### config.mk
export PLATFORM = sky130hd
export DESIGN_NAME = pba_csr
export DESIGN_NICKNAME = d
export VERILOG_FILES = /design/src/rtl/core/pba_pkg.sv /design/src/rtl/core/pba_csr.sv
export SDC_FILE = /design/constraint.sdc
export NUM_CORES = 1
export LEC_CHECK = 0
export BUFFER_PORTS_ARGS = -buffer_cell sky130_fd_sc_hd__buf_2
export CELL_PAD_IN_SITES_DETAIL_PLACEMENT = 0
export CELL_PAD_IN_SITES_GLOBAL_PLACEMENT = 1
export CORE_MARGIN = 5
export CORE_UTILIZATION = 32
export CTS_CLUSTER_SIZE = 12
export DETAILED_ROUTE_END_ITERATION = 10
export GPL_ROUTABILITY_DRIVEN = 0
export PLACE_DENSITY_LB_ADDON = 0.1
export SLEW_MARGIN = 20
export SYNTH_ARGS = -nofsm -noshare
export SYNTH_HDL_FRONTEND = slang
export SYNTH_SLANG_ARGS = --single-unit
### constraint.sdc
create_clock -name clock -period 1.2 [get_ports clock]
set_input_delay 0.18 -clock clock [delete_from_list [all_inputs] [get_ports clock]]
set_output_delay 0.18 -clock clock [all_outputs]
set_load 0.005 [all_outputs]
### src/rtl/core/pba_pkg.sv
package pba_pkg;

   // Geometry of the page map and the address space.
   localparam int MAX_PAGES  = 4096;
   localparam int PAGE_SHIFT = 12;
   localparam int PAGE_W     = $clog2(MAX_PAGES);
   localparam int CNT_W      = PAGE_W + 1;
   localparam int ADDR_W     = 48;
   localparam int SUM_W      = ADDR_W + 1;
   localparam int BIGPG_W    = SUM_W - PAGE_SHIFT;
   localparam int PAGE_BYTES = 1 << PAGE_SHIFT;

   // Configuration port geometry.
   localparam int CSR_AW = 4;
   localparam int CSR_DW = 32;

   // Register indexes.
   localparam logic [1:0] REG_ENABLE     = 2'd0;
   localparam logic [1:0] REG_TOTAL      = 2'd1;
   localparam logic [1:0] REG_RSV_FIRST  = 2'd2;
   localparam logic [1:0] REG_RSV_COUNT  = 2'd3;

   // Operation codes.
   localparam logic [1:0] OP_ADD   = 2'd0;
   localparam logic [1:0] OP_ALLOC = 2'd1;
   localparam logic [1:0] OP_FREE  = 2'd2;
   localparam logic [1:0] OP_QUERY = 2'd3;

   // One entry of the page map.
   typedef struct packed {
      logic used;
      logic managed;
   } page_entry_type;

   localparam int ENTRY_W = $bits(page_entry_type);

   // Configuration registers as seen by the engine.
   typedef struct packed {
      logic                enable;
      logic [CNT_W-1:0]    total_pages;
      logic [PAGE_W-1:0]   reserved_first_page;
      logic [CNT_W-1:0]    reserved_page_count;
   } cfg_type;

   // Access to the page map memory.
   typedef struct packed {
      logic                rd_en;
      logic [PAGE_W-1:0]   rd_addr;
      logic                wr_en;
      logic [PAGE_W-1:0]   wr_addr;
      page_entry_type      wr_data;
   } mem_req_type;

endpackage

### src/rtl/core/pba_csr.sv
module pba_csr (
   input  logic                         clock,
   input  logic                         reset,
   input  logic                         csr_psel,
   input  logic                         csr_penable,
   input  logic                         csr_pwrite,
   input  logic [pba_pkg::CSR_AW-1:0]   csr_paddr,
   input  logic [pba_pkg::CSR_DW-1:0]   csr_pwdata,
   output logic [pba_pkg::CSR_DW-1:0]   csr_prdata,
   output logic                         csr_pready,
   output pba_pkg::cfg_type             cfg
);

   pba_pkg::cfg_type cfg_ff;
   logic [1:0]       idx;
   logic             wr_stb;

   assign idx        = csr_paddr[3:2];
   assign wr_stb     = csr_psel && csr_penable && csr_pwrite;
   assign csr_pready = 1'b1;
   assign cfg        = cfg_ff;

   // Register writes at the access phase of a transfer.
   always_ff @(posedge clock) begin
      if (reset) begin
         cfg_ff <= '0;
      end else if (wr_stb) begin
         case (idx)
            pba_pkg::REG_ENABLE: begin
               cfg_ff.enable <= csr_pwdata[0];
            end
            pba_pkg::REG_TOTAL: begin
               cfg_ff.total_pages <= csr_pwdata[pba_pkg::CNT_W-1:0];
            end
            pba_pkg::REG_RSV_FIRST: begin
               cfg_ff.reserved_first_page <= csr_pwdata[pba_pkg::PAGE_W-1:0];
            end
            pba_pkg::REG_RSV_COUNT: begin
               cfg_ff.reserved_page_count <= csr_pwdata[pba_pkg::CNT_W-1:0];
            end
            default: begin
            end
         endcase
      end
   end

   // Read data mux.
   always_comb begin
      case (idx)
         pba_pkg::REG_ENABLE: begin
            csr_prdata = pba_pkg::CSR_DW'(cfg_ff.enable);
         end
         pba_pkg::REG_TOTAL: begin
            csr_prdata = pba_pkg::CSR_DW'(cfg_ff.total_pages);
         end
         pba_pkg::REG_RSV_FIRST: begin
            csr_prdata = pba_pkg::CSR_DW'(cfg_ff.reserved_first_page);
         end
         pba_pkg::REG_RSV_COUNT: begin
            csr_prdata = pba_pkg::CSR_DW'(cfg_ff.reserved_page_count);
         end
         default: begin
            csr_prdata = '0;
         end
      endcase
   end

endmodule

==> results.ini, run 1 <==
[sta]
fin_skew_ps=0
fin_crit_ps=1380
setup_tns_ps=-1760
finalWorstSetupSlack_ps=-180
period_share_pct=115
hold_viol_final=0
setup_viol=12
rsz0062_at_grt=true
max_freq_ghz=0.725
drv_slew=0

[placement]
post-place-ws_ps=-98.1
dp_hpwl_um=3850
io_buffers=71
placed_area_um2=2560

[floorplanning]
io_pins=113
initial_utilization_pct=32.9
core_um2=6350
fp.dieH_um=90.8
fp.dieW_um=90.8
die-area_um2=8250
core.rowCount=29

[routing]
ant_nets=0
drtIter0Drc=47
wire_per_inst_um=14.3
wirelength_um=5420
firstDrtPassIters=4
drc=0
vias=1665
viasPerCell=4.39

[clock_tree]
path_clk_slew_ps=80
worstSkewPairLatency_ps=290
h-tree-depth=2
cts_max_path_buffers=2
cts-buffers-inserted=5
cts-hold-fix-buffers=0
cts_tree=yes
root_buffer=clkbuf_8
cts_sinks=39

[cells_and_area]
num_antenna_cells=0
finalInstanceArea_um2=2860
finish.utilization_pct=45.0
fillCellCount=628
largest_register_ffs=39
drive_above_1_share_pct=51.0
layout_commonest_cell=buf_2
final_cell_mix=71 x buf_2, 52 x nand2b_1, 40 x mux2i_1
final_nets=342
areaGrowthSynthToFinish_pct=36.6

[global_routing]
grt.busiest_layer=met2
globalRoute.totalOverflow=0
grt_pass1_vias=1706
grt_usage_pct=13.2
grt_pass1_wl_um=8740
met1_usage_pct=17.2
use_met2_pct=21.0
antenna_found_initial=0
grt.met3_usage_pct=3.75
grt_max_degree=53

[setup_path]
required_ps=1020
worstReg2RegStart=cfg[13]$_SDFFE_PP0P_
cp-start-kind=flip-flop
crit_arrival_ps=1200
crit_path_end_kind=output pin
critPathMaxFanout=2
critical_path_class=flip-flop to output pin
worstSetupStartpoint=cfg[0]$_SDFFE_PP0P_

[run_status]
violations=setup timing
status=finished with violations

[min_path]
hold_path.class=input port to flip-flop
hp-start=csr_pwdata[12]

[synthesis]
syn_area_um2=2090
synth.area.mux_share_pct=26.2
synth-simple-area-share_pct=19.5
synthAdderAreaFrac_pct=0
synth_warnings=0
ys_types=22
yosys_register_bits=39
syn_avg_cell_area_um2=10.4
synth_compound_area_share_pct=4.61
synth_top_family_by_area=multiplexers
synth_xor_area_share_pct=0
synth_cells=200
ys_seq_area_share_pct=37.4

[power]
ir_drop_mv=0.418
p_per_area_nw_per_um2=915
finalPower_mw=2.61
p_leak_nw=1.55

[flow_run]
maxCapViolations=0

==> synthesized netlist by cell type (all sizes together) <==
| cell type | n | area share, % |
|---|---|---|
| nand3 | 1 | 0.84 |
| nand3b | 1 | 0.36 |
| a22o | 11 | 4.6 |
| nand2 | 2 | 0.36 |
| nor2 | 1 | 0.18 |
| and3 | 1 | 0.54 |
| clkbuf | 5 | 0.90 |
| and2 | 1 | 0.30 |
| dfxtp | 39 | 37 |
| nor2b | 2 | 0.96 |
| mux2i | 40 | 19 |
| mux2 | 11 | 5.9 |
| buf | 29 | 11 |
| mux4 | 1 | 1.1 |
| nand2b | 52 | 16 |
| and3b | 1 | 0.42 |
| conb | 2 | 0.36 |
==> what timing repair did <==
| item | 4_1_cts | 5_1_grt |
|---|---|---|
| endpoints found under the setup margin | 12 | 12 |
| endpoints found under the hold margin | 0 | 0 |
| gates cloned | 0 | 0 |
| pin swaps | 3 | 3 |
| gates resized for setup | 28 | 1 |
| buffers inserted | 17 | 2 |
==> cells by family after synthesis <==
group,count (synthesis)
other,2
buffers and inverters,34
and+or+nand+nor,62
muxes,52
DFF,39
AOI/OAI and AO/OA,11
==> per-layer routing <==
| layer | part of all wire, % | up-vias |
|---|---|---|
| met5 | 0 | - |
| met4 | 0.89 | 0 |
| met3 | 6.9 | 4 |
| met2 | 46 | 57 |
| met1 | 47 | 773 |
| li1 | - | 831 |
==> through the flow <==
stage,hold WS (ps),cells
4_1_cts,181,377
3_3_place_gp,475,352
3_5_place_dp,481,352
2_1_floorplan,356,218
5_1_grt,215,379
6_report,185,379
==> final cells by class <==
cell class / instances / area (µm²) / area share [%]
clock buffer: 8 / 100 / 3.51
tap: 77 / 96.3 / 3.37
sequential: 39 / 808 / 28.3
multi-input combinational: 145 / 1150 / 40.4
timing repair buffer: 110 / 698 / 24.5
==> power breakdown <==
part           total [mW]  switching, mW  internal [mW]
clock               0.986          0.461          0.525
combinational       0.303          0.145          0.158
sequential           1.32         0.0108           1.31
total                2.61          0.618           1.99
==> path summary, 6_finish.rpt <==
| check | to | slack, ps | depth (start not counted) |
|---|---|---|---|
| max reg2reg | cfg[13]$_SDFFE_PP0P_ | 510 | 3 |
| min reg2reg | cfg[8]$_SDFFE_PP0P_ | 480 | 2 |
| min | cfg[37]$_SDFFE_PP0P_ | 190 | 3 |
| max | csr_prdata[0] | -180 | 2 |
==> critical path, stage by stage, from the launching register on <==
cell and delay, ps:
dfxtp_2 320, mux4_2 450, buf_2 140
No activity file was read; power rests on OpenSTA's default activity.
==> run 2: changes to the inputs <==
==> constraint.sdc (replaced) <==
create_clock -name clock -period 1.2 [get_ports clock]
set_input_delay 0.24 -clock clock [delete_from_list [all_inputs] [get_ports clock]]
set_output_delay 0.24 -clock clock [all_outputs]
set_load 0.005 [all_outputs]
==> results.ini, run 2 (synthesis gave the netlist of run 1 again) <==
[placement]
post-place-ws_ps=-207  ; was -98.1 ps
io_buffers=71  ; unchanged
placed_area_um2=2570  ; was 2560 µm²
dp_cells=358  ; was 352
dp_hpwl_um=3850  ; about the same

[global_routing]
globalRoute.totalOverflow=0  ; unchanged
antenna_found_initial=0  ; unchanged
grt_max_degree=53  ; unchanged
grt_pass1_wl_um=8850  ; was 8740 µm
grt_pass1_vias=1796  ; was 1706
grt_usage_pct=12.9  ; was 13.2%

[floorplanning]
io_pins=113  ; unchanged
die-area_um2=8250  ; unchanged
core.rowCount=29  ; unchanged
initial_utilization_pct=32.9  ; unchanged
fp.dieW_um=90.8  ; unchanged
core_um2=6350  ; unchanged
fp.dieH_um=90.8  ; unchanged

[cells_and_area]
fin_cells=380  ; was 379
largest_register_ffs=39  ; unchanged
layout_commonest_cell=buf_2  ; unchanged
areaGrowthSynthToFinish_pct=35.9  ; was 36.6%
final_nets=343  ; was 342
final_cell_mix=70 x buf_2, 52 x nand2b_1, 40 x mux2i_1  ; was 71 x buf_2, 52 x nand2b_1, 40 x mux2i_1
finalInstanceArea_um2=2840  ; was 2860 µm²
num_antenna_cells=0  ; unchanged
drive_above_1_share_pct=52.1  ; was 51.0%

[sta]
hold_viol_final=0  ; unchanged
fin_crit_ps=1440  ; was 1380 ps
drv_slew=0  ; unchanged
finalWorstSetupSlack_ps=-242  ; was -180 ps
max_freq_ghz=0.694  ; was 0.725 GHz
fin_skew_ps=0  ; unchanged
setup_viol=13  ; was 12
rsz0062_at_grt=true  ; unchanged
period_share_pct=120  ; was 115%

[flow_run]
maxCapViolations=0  ; unchanged

[routing]
drc=0  ; unchanged
viasPerCell=4.38  ; was 4.39
wirelength_um=5440  ; was 5420 µm
wire_per_inst_um=14.3  ; about the same
firstDrtPassIters=4  ; unchanged
ant_nets=0  ; unchanged
drtIter0Drc=51  ; was 47
vias=1665  ; unchanged

[setup_path]
r2r_slack_ps=400  ; was 510 ps
crit_arrival_ps=1200  ; about the same
worstPathCellList=mux2_4, a22o_1, buf_2  ; was mux4_2, buf_2
critPathMaxFanout=2  ; unchanged
critical_path_class=flip-flop to output pin  ; unchanged
slowest_stage=dfxtp_2  ; was mux4_2
worstReg2RegStart=cfg[14]$_SDFFE_PP0P_  ; was cfg[13]$_SDFFE_PP0P_
r2r-end=cfg[14]$_SDFFE_PP0P_  ; was cfg[13]$_SDFFE_PP0P_
endpoint=csr_prdata[1]  ; was csr_prdata[0]
cp-start-kind=flip-flop  ; unchanged
worstSetupStartpoint=cfg[14]$_SDFFE_PP0P_  ; was cfg[0]$_SDFFE_PP0P_
crit_path_end_kind=output pin  ; unchanged
cpPeakStageDelay_ps=330  ; was 450 ps
rr_worst_depth=4  ; was 3
required_ps=960  ; was 1020 ps

[clock_tree]
cts-buffers-inserted=5  ; unchanged
root_buffer=clkbuf_8  ; unchanged
cts_sinks=39  ; unchanged
cts_tree=yes  ; unchanged
cts_max_path_buffers=2  ; unchanged
cts-hold-fix-buffers=0  ; unchanged
path_clk_slew_ps=80  ; about the same
worstSkewPairLatency_ps=290  ; about the same
h-tree-depth=2  ; unchanged

[run_status]
status=finished with violations  ; unchanged
violations=setup timing  ; unchanged

[power]
p_per_area_nw_per_um2=882  ; was 915 nW/µm²
clkPwrFrac_pct=35.2  ; was 37.8%
p_leak_nw=1.54  ; was 1.55 nW
switching_share_pct=25.2  ; was 23.6%
ir_drop_mv=0.313  ; was 0.418 mV
pwr-share-comb_pct=12.0  ; was 11.6%
p_int_mw=1.87  ; was 1.99 mW
power_switching_uw=631  ; was 618 µW
pwr-share-seq_pct=52.8  ; was 50.6%

[min_path]
hold_path.class=input port to flip-flop  ; unchanged

[run 2: cell types whose count changed in the layout (fill, tap and decap cells not counted)]
cell and change:
buf_12 -3, dfxtp_2 +3, buf_4 -1, buf_2 -1, dfxtp_1 -3, clkinvlp_4 +1
clkbuf_8 -2, buf_6 +6, clkinv_2 +1
[run 2: final cells by class]
cell class	instances	area, µm²
clock buffer	6	72.6
clock inverter	2	12.5
fill	646	3510
multi-input combinational	145	1150
sequential	39	812
tap	77	96.3
timing repair buffer	111	693
[run 2: metal layers]
| layer | part of all wire [%] | track usage (%) | vias up | routed length (µm) |
|---|---|---|---|---|
| li1 | - | - | 835 | - |
| met1 | 45 | 15.8 | 767 | 2470 |
| met2 | 47 | 22.0 | 57 | 2550 |
| met3 | 6.9 | 3.92 | 6 | 373 |
| met4 | 1.0 | 3.42 | 0 | 55 |
| met5 | 0 | 0 | - | 0 |
[run 2: what timing repair did]
item,CTS,global route
gates resized for setup,27,11
setup buffers,13,1
pin swaps,2,2
endpoints found under the setup margin,13,13
[run 2: power by group through the flow]
stage | Combinational (mW) | Sequential [mW] | Clock, mW
finish | 0.301 | 1.32 | 0.881
global route | 0.330 | 1.32 | 0.962
CTS | 0.297 | 1.32 | 0.916
detailed placement | 0.282 | 1.35 | 0
global placement | 0.284 | 1.35 | 0
floorplan | 0.216 | 1.35 | 0
[run 2: worst min-delay path by stage]
| stage | from | to | slack, ps | cells past startpoint |
|---|---|---|---|---|
| 2_1_floorplan | csr_pwdata[12] | cfg[12]$_SDFFE_PP0P_ | 420 | 2 |
| 3_3_place_gp | cfg[19]$_SDFFE_PP0P_ | cfg[19]$_SDFFE_PP0P_ | 470 | 2 |
| 3_5_place_dp | cfg[19]$_SDFFE_PP0P_ | cfg[19]$_SDFFE_PP0P_ | 470 | 2 |
| 4_1_cts | csr_pwdata[12] | cfg[12]$_SDFFE_PP0P_ | 250 | 3 |
| 5_1_grt | csr_pwdata[2] | cfg[2]$_SDFFE_PP0P_ | 270 | 3 |
| 6_report | csr_pwdata[12] | cfg[12]$_SDFFE_PP0P_ | 250 | 3 |
[run 2: metrics by stage]
step | power [mW] | util [%] | hold WS (ps) | setup TNS, ps
6_report | 2.50 | 44.7 | 246 | -2590
5_1_grt | 2.62 | 44.7 | 273 | -3120
3_3_place_gp | 1.64 | 40.4 | 473 | -4340
4_1_cts | 2.53 | 44.0 | 247 | -2710
2_1_floorplan | 1.57 | - | 416 | -20.0
3_5_place_dp | 1.63 | 40.4 | 474 | -4800
[run 2: worst max-delay path, delay by kind of cell (launching register included)]
family / cells / cell delay [ps]
DFF: 1 / 330
AOI/OAI and AO/OA: 1 / 190
buffers and inverters: 1 / 130
muxes: 1 / 260
==> run 3: changes to the inputs <==
--- a/config.mk
+++ b/config.mk
@@ -12,2 +12,3 @@
 export CORE_UTILIZATION = 32
+export CTS_CLUSTER_DIAMETER = 200
 export CTS_CLUSTER_SIZE = 12
@@ -16,3 +17,3 @@
 export PLACE_DENSITY_LB_ADDON = 0.1
-export SLEW_MARGIN = 20
+export SLEW_MARGIN = 10
 export SYNTH_ARGS = -nofsm -noshare
==> constraint.sdc (replaced) <==
create_clock -name clock -period 1.2 [get_ports clock]
set_input_delay 0.12 -clock clock [delete_from_list [all_inputs] [get_ports clock]]
set_output_delay 0.12 -clock clock [all_outputs]
set_load 0.005 [all_outputs]
==> results.ini, run 3 (synthesis gave the netlist of run 1 again) <==
[global_routing]
grt_usage_pct=13.4  ; was 12.9%
grt_pass1_vias=1710  ; was 1796
globalRoute.totalOverflow=0  ; unchanged
grt_max_degree=53  ; unchanged
antenna_found_initial=0  ; unchanged
grt_pass1_wl_um=8970  ; was 8850 µm

[clock_tree]
cts_max_path_buffers=2  ; unchanged
cts_tree=yes  ; unchanged
path_clk_slew_ps=80  ; about the same
worstSkewPairLatency_ps=290  ; about the same
root_buffer=clkbuf_8  ; unchanged
cts-buffers-inserted=5  ; unchanged
cts_sinks=39  ; unchanged
cts-hold-fix-buffers=0  ; unchanged
h-tree-depth=2  ; unchanged

[floorplanning]
fp.dieH_um=90.8  ; unchanged
core.rowCount=29  ; unchanged
fp.dieW_um=90.8  ; unchanged
die-area_um2=8250  ; unchanged
initial_utilization_pct=32.9  ; unchanged
io_pins=113  ; unchanged
core_um2=6350  ; unchanged

[setup_path]
slowest_stage=mux4_2  ; was dfxtp_2
crit_family=multiplexers  ; was flip-flops
crit_arrival_ps=1190  ; was 1200 ps
worstPathCellList=mux4_2, buf_2  ; was mux2_4, a22o_1, buf_2
required_ps=1080  ; was 960 ps
cpPeakStageDelay_ps=430  ; was 330 ps
critical_path_class=flip-flop to output pin  ; unchanged
crit_buf_inv=1  ; unchanged
cp-start-kind=flip-flop  ; unchanged
critPathMaxFanout=3  ; was 2
crit_path_end_kind=output pin  ; unchanged

[sta]
fin_crit_ps=1310  ; was 1440 ps
setup_viol=12  ; was 13
finalWorstSetupSlack_ps=-113  ; was -242 ps
max_freq_ghz=0.762  ; was 0.694 GHz
hold_viol_final=0  ; unchanged
rsz0062_at_grt=true  ; unchanged
fin_skew_ps=0  ; unchanged
hold_slack_ps=125  ; was 246 ps
period_share_pct=109  ; was 120%
setup_tns_ps=-1060  ; was -2590 ps
drv_slew=0  ; unchanged

[routing]
firstDrtPassIters=4  ; unchanged
wl_met1_um=2650  ; was 2470 µm
drc=0  ; unchanged
wirelength_um=5510  ; was 5440 µm
vias=1643  ; was 1665
viasPerCell=4.40  ; was 4.38
wire_per_inst_um=14.8  ; was 14.3 µm
wl_met2_um=2440  ; was 2550 µm
drtIter0Drc=49  ; was 51
routed.top_layer=met4  ; unchanged
met3WireLength_um=353  ; was 373 µm
ant_nets=0  ; unchanged

[run_status]
status=finished with violations  ; unchanged
violations=setup timing  ; unchanged

[cells_and_area]
largest_register_ffs=39  ; unchanged
final_cell_mix=71 x buf_2, 52 x nand2b_1, 40 x mux2i_1  ; was 70 x buf_2, 52 x nand2b_1, 40 x mux2i_1
final_nets=336  ; was 343
num_antenna_cells=0  ; unchanged
areaGrowthSynthToFinish_pct=33.9  ; was 35.9%
layout_commonest_cell=buf_2  ; unchanged
drive_above_1_share_pct=50.7  ; was 52.1%
fin_cells=373  ; was 380

[placement]
dp_cells=343  ; was 358
io_buffers=71  ; unchanged
post-place-ws_ps=13.0  ; was -207 ps
dp_hpwl_um=3680  ; was 3850 µm

[power]
p_leak_nw=1.51  ; was 1.54 nW
pwr-share-comb_pct=11.8  ; was 12.0%
power_switching_uw=628  ; was 631 µW
p_per_area_nw_per_um2=891  ; was 882 nW/µm²
clkPwrFrac_pct=35.2  ; about the same
pwr-share-seq_pct=53.0  ; was 52.8%
ir_drop_mv=0.416  ; was 0.313 mV
switching_share_pct=25.2  ; about the same
finalPower_mw=2.49  ; was 2.50 mW
p_int_mw=1.86  ; was 1.87 mW

[min_path]
hold_path.class=input port to flip-flop  ; unchanged

[flow_run]
maxCapViolations=0  ; unchanged

-- run 3: worst paths after layout --
kind,cells past startpoint,startpoint,to,slack [ps]
setup / recovery,2,cfg[13]$_SDFFE_PP0P_,csr_prdata[0],-110
hold / removal,3,csr_pwdata[12],cfg[12]$_SDFFE_PP0P_,120
setup reg to reg,3,cfg[24]$_SDFFE_PP0P_,cfg[24]$_SDFFE_PP0P_,500
hold reg to reg,2,cfg[33]$_SDFFE_PP0P_,cfg[33]$_SDFFE_PP0P_,500
-- run 3: area by class of cell --
| type | count | area [µm²] |
|---|---|---|
| Clock buffer | 6 | 72.6 |
| Clock inverter | 2 | 12.5 |
| Fill cell | 656 | 3550 |
| Multi-Input combinational cell | 145 | 1150 |
| Sequential cell | 39 | 811 |
| Tap cell | 77 | 96.3 |
| Timing Repair Buffer | 104 | 653 |
-- run 3: worst reg2reg max path: cells and delay by family (launching register included) --
family	cells	cell delay, ps
buffers and inverters	1	120
multiplexers	1	130
flip-flops	1	340
AND/OR/NAND/NOR	1	50
-- run 3: per-layer routing --
metal	up-vias	global-route usage, %
met3	6	3.50
met5	-	0
li1	818	-
met2	60	20.6
met4	0	3.67
met1	759	18.6
-- run 3: timing repair --
action,4_1_cts,5_1_grt
pin swaps,3,3
setup buffers,22,0
resized for setup,27,4
setup endpoints to repair,12,12
-- run 3: per-stage QoR --
stage | utilization (%) | area, µm²
after floorplan | - | 2160
after global placement | 39.2 | 2490
after detailed placement | 39.2 | 2490
after CTS | 43.8 | 2780
after global routing | 44.1 | 2800
final | 44.1 | 2800
-- run 3: power groups by stage --
stage / logic [mW] / registers [mW] / clock network [mW]
2_1_floorplan: 0.210 / 1.35 / 0
3_3_place_gp: 0.274 / 1.35 / 0
3_5_place_dp: 0.271 / 1.35 / 0
4_1_cts: 0.291 / 1.32 / 0.916
5_1_grt: 0.322 / 1.32 / 0.962
6_report: 0.293 / 1.32 / 0.877
